`src/hdl/periodic_waveform_generator_top_macros.svh`:
```
`ifndef PERIODIC_WAVEFORM_GENERATOR_TOP_MACROS_SVH
`define PERIODIC_WAVEFORM_GENERATOR_TOP_MACROS_SVH

// Same-cycle implication, checked on clk with reset masked.
`define PWG_ASSERT_IMP(lbl, ante, cons, msg) \
  lbl: assert property (@(posedge clk) disable iff (!rst_n) (ante) |-> (cons)) else $error(msg);

// Next-cycle implication.
`define PWG_ASSERT_NXT(lbl, ante, cons, msg) \
  lbl: assert property (@(posedge clk) disable iff (!rst_n) (ante) |=> (cons)) else $error(msg);

`endif

```
`src/hdl/pwg_pkg.sv`:
```
package pwg_pkg;

  localparam int MAX_SAMPLES   = 4096;
  localparam int DAC_BITS      = 12;
  localparam int CORDIC_STEPS  = 16;
  localparam int CORDIC_GAIN   = 39797;
  localparam int TWO_PI_Q16    = 411775;
  localparam int DAC_FULL      = (1 << DAC_BITS) - 1;
  localparam int CW            = 20;   // cordic datapath width
  localparam int DIVIDEND_W    = 28;
  localparam int DIVISOR_W     = 14;
  localparam int QUOT_W        = 16;

  localparam logic [1:0] CFG_SHAPE   = 2'd0;
  localparam logic [1:0] CFG_NSAMP   = 2'd1;
  localparam logic [1:0] CFG_RELOAD  = 2'd2;
  localparam logic [1:0] CFG_RUNNING = 2'd3;

  localparam logic [1:0] SHAPE_SINE = 2'd0;
  localparam logic [1:0] SHAPE_TRI  = 2'd1;
  localparam logic [1:0] SHAPE_SAW  = 2'd2;
  localparam logic [1:0] SHAPE_OFF  = 2'd3;

  typedef enum logic [2:0] {
    ST_IDLE, ST_DIV, ST_ZMUL, ST_CORD, ST_SCALE, ST_OUT
  } state_t;

  typedef struct packed {
    logic signed [CW-1:0] x;
    logic signed [CW-1:0] y;
    logic signed [CW-1:0] z;
  } cordic_vec_t;

  typedef struct packed {
    logic busy;
    logic done;
  } div_status_t;

  function automatic logic signed [CW-1:0] atan_q16(input int k);
    logic signed [CW-1:0] v;
    case (k)
      0: v = 20'sd51472;
      1: v = 20'sd30385;
      2: v = 20'sd16055;
      3: v = 20'sd8150;
      4: v = 20'sd4091;
      5: v = 20'sd2047;
      6: v = 20'sd1024;
      7: v = 20'sd512;
      8: v = 20'sd256;
      9: v = 20'sd128;
      10: v = 20'sd64;
      11: v = 20'sd32;
      12: v = 20'sd16;
      13: v = 20'sd8;
      14: v = 20'sd4;
      15: v = 20'sd2;
      default: v = '0;
    endcase
    return v;
  endfunction

endpackage

```
`src/hdl/pwg_div.sv`:
```
module pwg_div (
  input  logic                           clk,
  input  logic                           rst_n,
  input  logic                           start,
  input  logic [pwg_pkg::DIVIDEND_W-1:0] dividend,
  input  logic [pwg_pkg::DIVISOR_W-1:0]  divisor,
  output pwg_pkg::div_status_t           status,
  output logic [pwg_pkg::QUOT_W-1:0]     quotient
);
  import pwg_pkg::*;

  logic                  busy_r, busy_nxt;
  logic                  done_r, done_nxt;
  logic [4:0]            cnt_r, cnt_nxt;
  logic [DIVISOR_W:0]    rem_r, rem_nxt;
  logic [QUOT_W-1:0]     lo_r, lo_nxt;
  logic [DIVISOR_W-1:0]  dvs_r, dvs_nxt;
  logic [DIVISOR_W+1:0]  trial;

  // Restoring division: one quotient bit per cycle, MSB first.
  always_comb begin
    busy_nxt = busy_r;
    done_nxt = 1'b0;
    cnt_nxt  = cnt_r;
    rem_nxt  = rem_r;
    lo_nxt   = lo_r;
    dvs_nxt  = dvs_r;
    trial    = {rem_r, lo_r[QUOT_W-1]};
    if (start) begin
      busy_nxt = 1'b1;
      cnt_nxt  = '0;
      rem_nxt  = (DIVISOR_W+1)'(dividend[DIVIDEND_W-1:QUOT_W]);
      lo_nxt   = dividend[QUOT_W-1:0];
      dvs_nxt  = divisor;
    end else if (busy_r) begin
      if (trial >= {2'b00, dvs_r}) begin
        rem_nxt = (DIVISOR_W+1)'(trial - {2'b00, dvs_r});
        lo_nxt  = {lo_r[QUOT_W-2:0], 1'b1};
      end else begin
        rem_nxt = trial[DIVISOR_W:0];
        lo_nxt  = {lo_r[QUOT_W-2:0], 1'b0};
      end
      cnt_nxt = cnt_r + 5'd1;
      if (cnt_r == 5'(QUOT_W - 1)) begin
        busy_nxt = 1'b0;
        done_nxt = 1'b1;
      end
    end
  end

  always_ff @(posedge clk) begin
    if (!rst_n) begin
      busy_r <= 1'b0;
      done_r <= 1'b0;
      cnt_r  <= '0;
    end else begin
      busy_r <= busy_nxt;
      done_r <= done_nxt;
      cnt_r  <= cnt_nxt;
    end
    rem_r <= rem_nxt;
    lo_r  <= lo_nxt;
    dvs_r <= dvs_nxt;
  end

  assign status.busy = busy_r;
  assign status.done = done_r;
  assign quotient    = lo_r;
endmodule

```
`src/hdl/pwg_cordic_cell.sv`:
```
module pwg_cordic_cell #(
  parameter int K = 0
) (
  input  logic                 clk,
  input  logic                 rst_n,
  input  logic                 vld_in,
  input  pwg_pkg::cordic_vec_t vec_in,
  output logic                 vld_out,
  output pwg_pkg::cordic_vec_t vec_out
);
  import pwg_pkg::*;

  localparam logic signed [CW-1:0] ANGLE = atan_q16(K);

  logic        vld_r;
  cordic_vec_t vec_r, vec_nxt;
  logic signed [CW-1:0] dx, dy;

  always_comb begin
    dx = vec_in.y >>> K;
    dy = vec_in.x >>> K;
    if (!vec_in.z[CW-1]) begin
      vec_nxt.x = vec_in.x - dx;
      vec_nxt.y = vec_in.y + dy;
      vec_nxt.z = vec_in.z - ANGLE;
    end else begin
      vec_nxt.x = vec_in.x + dx;
      vec_nxt.y = vec_in.y - dy;
      vec_nxt.z = vec_in.z + ANGLE;
    end
  end

  always_ff @(posedge clk) begin
    if (!rst_n) begin
      vld_r <= 1'b0;
    end else begin
      vld_r <= vld_in;
    end
    vec_r <= vec_nxt;
  end

  assign vld_out = vld_r;
  assign vec_out = vec_r;
endmodule

```
`src/hdl/pwg_cordic_chain.sv`:
```
module pwg_cordic_chain (
  input  logic                 clk,
  input  logic                 rst_n,
  input  logic                 vld_in,
  input  pwg_pkg::cordic_vec_t vec_in,
  output logic                 vld_out,
  output pwg_pkg::cordic_vec_t vec_out
);
  import pwg_pkg::*;

  logic        vld [CORDIC_STEPS+1];
  cordic_vec_t vec [CORDIC_STEPS+1];

  assign vld[0] = vld_in;
  assign vec[0] = vec_in;

  for (genvar g = 0; g < CORDIC_STEPS; g++) begin : g_cell
    pwg_cordic_cell #(.K(g)) u_cell (
      .clk     (clk),
      .rst_n   (rst_n),
      .vld_in  (vld[g]),
      .vec_in  (vec[g]),
      .vld_out (vld[g+1]),
      .vec_out (vec[g+1])
    );
  end

  assign vld_out = vld[CORDIC_STEPS];
  assign vec_out = vec[CORDIC_STEPS];
endmodule

```
`src/hdl/periodic_waveform_generator_top.sv`:
```
// Channel | Direction | Handshake              | Payload
// in      | input     | in_valid / in_stall    | in_tick
// out     | output    | out_valid / out_stall  | out_dac_sample, out_sample_index,
//         |           |                        | out_period_start
// cfg     | input     | cfg_valid / cfg_ready  | cfg_index, cfg_data
//
// A tick that emits nothing does not stall the input. A sample is loaded into the
// output register after the serial divider for triangle and sawtooth, after the
// divider, multiply step, cordic cell row and scale step for sine, and directly as
// zero for the off shape. The input stalls until the sample is loaded.
// Reset is synchronous, active low, and resets all control state.
// A stalled result sits in the output register; the next tick is still taken.
`include "periodic_waveform_generator_top_macros.svh"

module periodic_waveform_generator_top (
  input  logic        clk,
  input  logic        rst_n,
  input  logic        in_valid,
  output logic        in_stall,
  input  logic        in_tick,
  output logic        out_valid,
  input  logic        out_stall,
  output logic [11:0] out_dac_sample,
  output logic [11:0] out_sample_index,
  output logic        out_period_start,
  input  logic        cfg_valid,
  output logic        cfg_ready,
  input  logic [1:0]  cfg_index,
  input  logic [15:0] cfg_data
);
  import pwg_pkg::*;

  state_t state_r, state_nxt;

  logic [1:0]  shape_r;
  logic [12:0] nsamp_r;
  logic [15:0] reload_r;
  logic        running_r;
  logic [15:0] cnt_r, cnt_nxt;
  logic [11:0] phase_r, phase_nxt;

  logic [1:0]  cur_shape_r;
  logic [11:0] cur_idx_r;
  logic [11:0] sample_r, sample_nxt;
  logic [16:0] z_r;
  logic [1:0]  quad_r;
  logic signed [17:0] c_r;
  logic        cord_start_r;

  logic        out_valid_r;
  logic [11:0] out_sample_r, out_idx_r;
  logic        out_start_r;

  logic        accept, fire, out_load;
  logic [12:0] n_eff;
  logic [11:0] i_eff;
  logic [13:0] fi, fn;
  logic [14:0] fn3;
  logic [13:0] num;
  logic [DIVIDEND_W-1:0] dividend;
  logic [DIVISOR_W-1:0]  divisor;
  div_status_t div_st;
  logic [QUOT_W-1:0] quot;
  logic [32:0] zprod;
  cordic_vec_t cord_in, cord_out;
  logic        cord_vld;
  logic signed [CW-1:0] csel;
  logic [17:0] cshift;
  logic [29:0] sprod;

  assign cfg_ready = 1'b1;
  assign in_stall  = (state_r != ST_IDLE);
  assign accept    = in_valid && !in_stall;
  assign fire      = accept && in_tick && running_r && (reload_r != '0)
                     && (cnt_r >= reload_r);
  assign out_load  = (state_r == ST_OUT) && (!out_valid_r || !out_stall);

  always_comb begin
    if (nsamp_r < 13'd2) begin
      n_eff = 13'd2;
    end else if (nsamp_r > 13'(MAX_SAMPLES)) begin
      n_eff = 13'(MAX_SAMPLES);
    end else begin
      n_eff = nsamp_r;
    end
    i_eff = ({1'b0, phase_r} >= n_eff) ? 12'd0 : phase_r;
    fi  = {i_eff, 2'b00};
    fn  = {1'b0, n_eff};
    fn3 = 15'(3 * {1'b0, fn});
    if (fi < fn) begin
      num = 14'(fi + fn);
    end else if ({1'b0, fi} < fn3) begin
      num = 14'(fn3 - {1'b0, fi});
    end else begin
      num = 14'({1'b0, fi} - fn3);
    end
    case (shape_r)
      SHAPE_TRI: begin
        dividend = DIVIDEND_W'(26'(DAC_FULL) * 26'(num));
        divisor  = {n_eff, 1'b0};
      end
      SHAPE_SAW: begin
        dividend = DIVIDEND_W'(24'(DAC_FULL) * 24'(i_eff));
        divisor  = {1'b0, n_eff};
      end
      default: begin
        dividend = {i_eff, 16'b0};
        divisor  = {1'b0, n_eff};
      end
    endcase
  end

  pwg_div u_div (
    .clk      (clk),
    .rst_n    (rst_n),
    .start    (fire && (shape_r != SHAPE_OFF)),
    .dividend (dividend),
    .divisor  (divisor),
    .status   (div_st),
    .quotient (quot)
  );

  assign zprod   = 33'(quot[13:0]) * 33'(TWO_PI_Q16);
  assign cord_in.x = CW'(CORDIC_GAIN);
  assign cord_in.y = '0;
  assign cord_in.z = CW'(z_r);

  pwg_cordic_chain u_cordic (
    .clk     (clk),
    .rst_n   (rst_n),
    .vld_in  (cord_start_r),
    .vec_in  (cord_in),
    .vld_out (cord_vld),
    .vec_out (cord_out)
  );

  always_comb begin
    case (quad_r)
      2'd0: csel = cord_out.x;
      2'd1: csel = -cord_out.y;
      2'd2: csel = -cord_out.x;
      default: csel = cord_out.y;
    endcase
  end

  assign cshift = 18'(19'sd65536 + 19'(c_r));
  assign sprod  = 30'(DAC_FULL) * 30'(cshift);

  always_comb begin
    state_nxt  = state_r;
    cnt_nxt    = cnt_r;
    phase_nxt  = phase_r;
    sample_nxt = sample_r;
    unique case (state_r)
      ST_IDLE: begin
        if (fire) begin
          cnt_nxt   = '0;
          phase_nxt = ({1'b0, i_eff} + 13'd1 < n_eff) ? 12'(i_eff + 12'd1) : 12'd0;
          if (shape_r == SHAPE_OFF) begin
            sample_nxt = '0;
            state_nxt  = ST_OUT;
          end else begin
            state_nxt = ST_DIV;
          end
        end else if (accept && in_tick && running_r && (reload_r != '0)) begin
          cnt_nxt = cnt_r + 16'd1;
        end
      end
      ST_DIV: begin
        if (div_st.done) begin
          if (cur_shape_r == SHAPE_SINE) begin
            state_nxt = ST_ZMUL;
          end else begin
            sample_nxt = quot[11:0];
            state_nxt  = ST_OUT;
          end
        end
      end
      ST_ZMUL: state_nxt = ST_CORD;
      ST_CORD: begin
        if (cord_vld) begin
          state_nxt = ST_SCALE;
        end
      end
      ST_SCALE: begin
        sample_nxt = sprod[28:17];
        state_nxt  = ST_OUT;
      end
      ST_OUT: begin
        if (out_load) begin
          state_nxt = ST_IDLE;
        end
      end
      default: state_nxt = ST_IDLE;
    endcase
  end

  always_ff @(posedge clk) begin
    if (!rst_n) begin
      state_r      <= ST_IDLE;
      shape_r      <= '0;
      nsamp_r      <= 13'd64;
      reload_r     <= '0;
      running_r    <= 1'b0;
      cnt_r        <= '0;
      phase_r      <= '0;
      cord_start_r <= 1'b0;
      out_valid_r  <= 1'b0;
    end else begin
      state_r      <= state_nxt;
      cnt_r        <= cnt_nxt;
      phase_r      <= phase_nxt;
      cord_start_r <= (state_r == ST_ZMUL);
      if (cfg_valid && cfg_ready) begin
        unique case (cfg_index)
          CFG_SHAPE:   shape_r   <= cfg_data[1:0];
          CFG_NSAMP:   nsamp_r   <= cfg_data[12:0];
          CFG_RELOAD:  reload_r  <= cfg_data;
          CFG_RUNNING: running_r <= cfg_data[0];
          default: ;
        endcase
      end
      if (out_load) begin
        out_valid_r <= 1'b1;
      end else if (!out_stall) begin
        out_valid_r <= 1'b0;
      end
    end
    sample_r <= sample_nxt;
    if (fire) begin
      cur_shape_r <= shape_r;
      cur_idx_r   <= i_eff;
    end
    if (state_r == ST_DIV) begin
      z_r    <= zprod[32:16];
      quad_r <= quot[15:14];
    end
    if (state_r == ST_CORD) begin
      if (csel > 20'sd65536) begin
        c_r <= 18'sd65536;
      end else if (csel < -20'sd65536) begin
        c_r <= -18'sd65536;
      end else begin
        c_r <= 18'(csel);
      end
    end
    if (out_load) begin
      out_sample_r <= sample_nxt;
      out_idx_r    <= cur_idx_r;
      out_start_r  <= (cur_idx_r == '0);
    end
  end

  assign out_valid        = out_valid_r;
  assign out_dac_sample   = out_sample_r;
  assign out_sample_index = out_idx_r;
  assign out_period_start = out_start_r;

  `PWG_ASSERT_IMP(a_div_in_div_state, div_st.busy, state_r == ST_DIV, "divider busy outside DIV")
  `PWG_ASSERT_IMP(a_cord_in_cord_state, cord_vld, state_r == ST_CORD, "cordic result outside CORD")
  `PWG_ASSERT_IMP(a_period_flag, out_valid_r, out_start_r == (out_idx_r == '0), "period_start mismatch")
  `PWG_ASSERT_NXT(a_load_returns_idle, out_load, state_r == ST_IDLE, "no return to idle after load")
endmodule

```
`config.mk`:
```
export PLATFORM = sky130hd
export DESIGN_NAME = periodic_waveform_generator_top
export DESIGN_NICKNAME = d
export VERILOG_FILES = /design/src/hdl/pwg_pkg.sv /design/src/hdl/pwg_div.sv /design/src/hdl/pwg_cordic_cell.sv /design/src/hdl/pwg_cordic_chain.sv /design/src/hdl/periodic_waveform_generator_top.sv
export VERILOG_INCLUDE_DIRS = /design/src /design/src/hdl
export SDC_FILE = /design/constraint.sdc
export NUM_CORES = 2
export LEC_CHECK = 0
export BUFFER_PORTS_ARGS = -buffer_cell sky130_fd_sc_hd__buf_2
export CAP_MARGIN = 40
export CELL_PAD_IN_SITES_DETAIL_PLACEMENT = 1
export CELL_PAD_IN_SITES_GLOBAL_PLACEMENT = 1
export CORE_MARGIN = 2
export CORE_UTILIZATION = 51
export CTS_CLUSTER_SIZE = 24
export DETAILED_ROUTE_END_ITERATION = 10
export PLACE_DENSITY = 0.78
export SETUP_SLACK_MARGIN = 0.4
export SYNTH_ARGS = -nofsm -noshare
export SYNTH_HDL_FRONTEND = slang
export SYNTH_SLANG_ARGS = --single-unit
```
`constraint.sdc`:
```
create_clock -name clk -period 11.4 [get_ports clk]
set_input_delay 2.28 -clock clk [delete_from_list [all_inputs] [get_ports clk]]
set_output_delay 2.28 -clock clk [all_outputs]
set_load 0.05 [all_outputs]
```
==> results.md <==
* HPWL Detailed at roughly 190,000 um
* Pin count of the biggest net entering global routing at 59
* Initial DRC count at just under 3,000
* Worst-path clk slew at about 0.06 ns
* Tot Pwr at ~32,000 uW
* Reg-to-Reg End: u_div.rem_r[7]
* Post-synth net total at 10,390
* Global routing's busiest layer: met2
* Net count, final at 10,590
* Yosys warnings at 0
* Worst Reg-to-Reg Cells at 46
* Max incr delay on CP at roughly 0.55 ns
* Port Buffer Count at 50
* Ports at between 50 and 60
* Setup-failing EPs final at 0
* First-pass GRT wire length at between 300,000 and 400,000 um
* Register area share after synthesis at between 20% and 30%
* GPL Wtd Cong at about 0.9
* Most frequent cell after synthesis: ha_1
* Yosys cell types at 87
* Synth Register Bits at 1,043
* Crit Path Max Fanout at 7
* Number of global-route vias before repair at 68,474
* CTS max path bufs at 3
* CTS buffer count at 118
* Initial antenna violation count at 5
* Vias at ~64,000
* Synth Instances at 8,829
* Die Ht at 402 um
* Mean post-synth cell area at just over 9 sq um
* Post-synth top cells: ha_1, dfxtp_1, inv_1
* # H-tree levels at 3
* End of the worst hold path: u_cordic.g_cell[7].u_cell.vec_out[3]
* Post-synth EDFFs at between 100 and 150
* Hold Fails Final Rpt at 0
* Layout Utilization at a little under three fifths
* Worst-margin pin slew at about 0.94 ns
* Startpoint Class: flip-flop
* All-Layer GR Usage at between 20 and 30%
* Class of the worst hold path: flip-flop to flip-flop
* Worst-Skew Late Latency at about 0.78 ns
* Power Dens Cells at between 300 and 400 nW/um^2
* Share of cells above drive strength 1 at 6.61%
* Fmax achieved at around 0.094 GHz
* Clock Skew at between 0.08 and 0.09 ns
* Post-synth ARST share at 0%
* DRC at 0
* Critical path endpoint category: flip-flop
* Slowest cell on crit path: fa_1
* Vias per cell at between 5 and 6
* Req. time, crit path at around 12 ns
* Kind of critical path: flip-flop to flip-flop
* Post-route clock period utilization at around 93%
* FF-to-FF Start: nsamp_r[8]
* Clk Tree Root Cell: clkbuf_16
* Max Slew Vio Count at 0
* Final TNS setup at 0 ns
* Final non-filler cell total at around 11,000
* GRT overflow at 0
* Synth Flop Type: dfxtp_1
* Crit path time final at between 10 and 15 ns
* Initial core utilization at roughly half
* Top post-synthesis cells by area: dfxtp_1, ha_1, fa_1
* Length of the first detailed-routing pass in iterations at 5
* Synth top area share at approximately 23%
* Most area-hungry cell type in the Yosys netlist: dfxtp_1
* WL per Instance at 20.8 um
* Worst Hold Depth at 0
* Relative slew slack at a little under two fifths
* Placed Cells at ~11,000
* Max-Cap Viols at 0
* GR Layer Usage met3 at 2.64%
* Peak VDD IR at 0.272 mV
* Die W at 402 um
* Leakage power at ~0.041 uW
* Outcome: finished clean
* CTS tree: built
* FP Rows at 145
* Fill cells at roughly 18,000
* Routed Antenna Nets at 0
* Hold wc startpoint: u_cordic.g_cell[6].u_cell.vec_out[3]
* Clock sinks at approximately 1,000
* Met1 Usage GRT at between 30% and 40%
* Area of the core at around 160,000 sq um
* RSZ-0062 raised after global routing: false
* Synthesis-to-finish area growth at 10.1%
* WL final at roughly 230,000 um
* Reg2reg setup slack at roughly 0.80 ns
* Synth Cell Area at 80,700 sq um
* Die ar. at 161,000 sq um
* Critical Path AT at roughly 11 ns
* Met2 usage at approximately half
[worst max-delay path by stage]
stage	from	endpoint	slack, ns	cells after the start
final	nsamp_r[8]	u_div.rem_r[7]	0.80	46
after global routing	nsamp_r[11]	u_div.rem_r[7]	0.36	50
after CTS	nsamp_r[5]	u_div.rem_r[6]	0.41	52
after detailed placement	nsamp_r[5]	u_div.rem_r[7]	0.14	50
after global placement	nsamp_r[5]	u_div.rem_r[7]	0.26	50
after floorplan	nsamp_r[1]	u_div.rem_r[7]	1.09	44
[where the power goes]
part | internal (uW) | switching [uW] | total (uW)
Clock | 2480 | 1700 | 4180
Combinational | 9390 | 11800 | 21200
Sequential | 5530 | 1350 | 6880
[final cells by class]
class | instances | area (sq um) | area share (%)
well taps | 2058 | 2570 | 2.90
inverters | 803 | 3010 | 3.39
multi-input cells | 6842 | 55300 | 62.3
flip-flops and latches | 1043 | 22100 | 24.8
clock inverters | 69 | 990 | 1.11
clock buffers | 156 | 3300 | 3.71
diodes | 1 | 2.50 | 0.00282
repair buffers | 221 | 1560 | 1.76
[critical path, delay by kind of cell (launching register included)]
kind                     cells  cell delay, ns
AO/OA/AOI/OAI               18            3.03
XOR/XNOR                     2            0.39
adder cells (fa/ha/maj)      8            3.54
buffers and inverters        9            1.20
flip-flops                   1            0.33
multiplexers                 1            0.29
AND/OR/NAND/NOR              8            1.54
[layout by cell type (no fill, tap or decap), types with 51 or more instances in the layout]
cell type,count
a211oi_1,55
a21o_1,176
a21oi_1,637
a31oi_1,79
and2_1,54
and3_1,52
buf_4,162
clkbuf_16,119
dfxtp_1,924
edfxtp_1,118
fa_1,353
ha_1,1180
inv_1,796
mux2i_1,65
nand2_1,463
nand2b_1,119
nand3_1,160
nor2_1,727
nor2b_1,126
nor3_1,244
o21a_1,106
o21ai_0,389
o21bai_1,93
o31ai_1,51
or3_1,54
xnor2_1,685
xor2_1,296
[routing by layer]
metal  up-vias  routed length, um
li1      31150                  -
met1     31809             101000
met2       847             117000
met3       378               5980
met4         2               9320
met5         -                  8
[stage by stage]
step / instance area [sq um] / hold WS (ns) / setup WS, ns
after floorplan: 80700 / 0.310 / 1.09
after global routing: 88800 / 0.332 / 0.359
final: 88800 / 0.326 / 0.795
after CTS: 88500 / 0.327 / 0.409
after detailed placement: 84200 / 0.313 / 0.138
after global placement: 84100 / 0.313 / 0.259
[kinds of logic after synthesis]
logic type / share of synthesized area [%]
AO/OA/AOI/OAI: 15.6
AND/OR/NAND/NOR: 13.1
flip-flops: 27.4
other: 0.00465
multiplexers: 1.69
adder cells (fa/ha/maj): 27.2
buffers and inverters: 4.42
XOR/XNOR: 10.7
[what timing repair did]
action | CTS | global route
endpoints found under the hold margin | 0 | 0
hold buffers | 0 | 0
pin swaps | 2 | 33
buffers inserted | 1 | 7
endpoints found under the setup margin | 7 | 12
resized for setup | 9 | 53
[registers in the layout, summed over array words and instances (netlist names), 13 cells and up]
| signal | count |
|---|---|
| cnt_r | 16 |
| u_cordic.g_cell.u_cell.vld_out | 16 |
| u_div.quotient | 16 |
| reload_r | 16 |
| z_r | 17 |
| u_div.dvs_r | 14 |
| nsamp_r | 13 |
| c_r | 18 |
| u_cordic.g_cell.u_cell.vec_out | 822 |
| u_div.rem_r | 15 |
No activity file was read; power rests on OpenSTA's default activity.
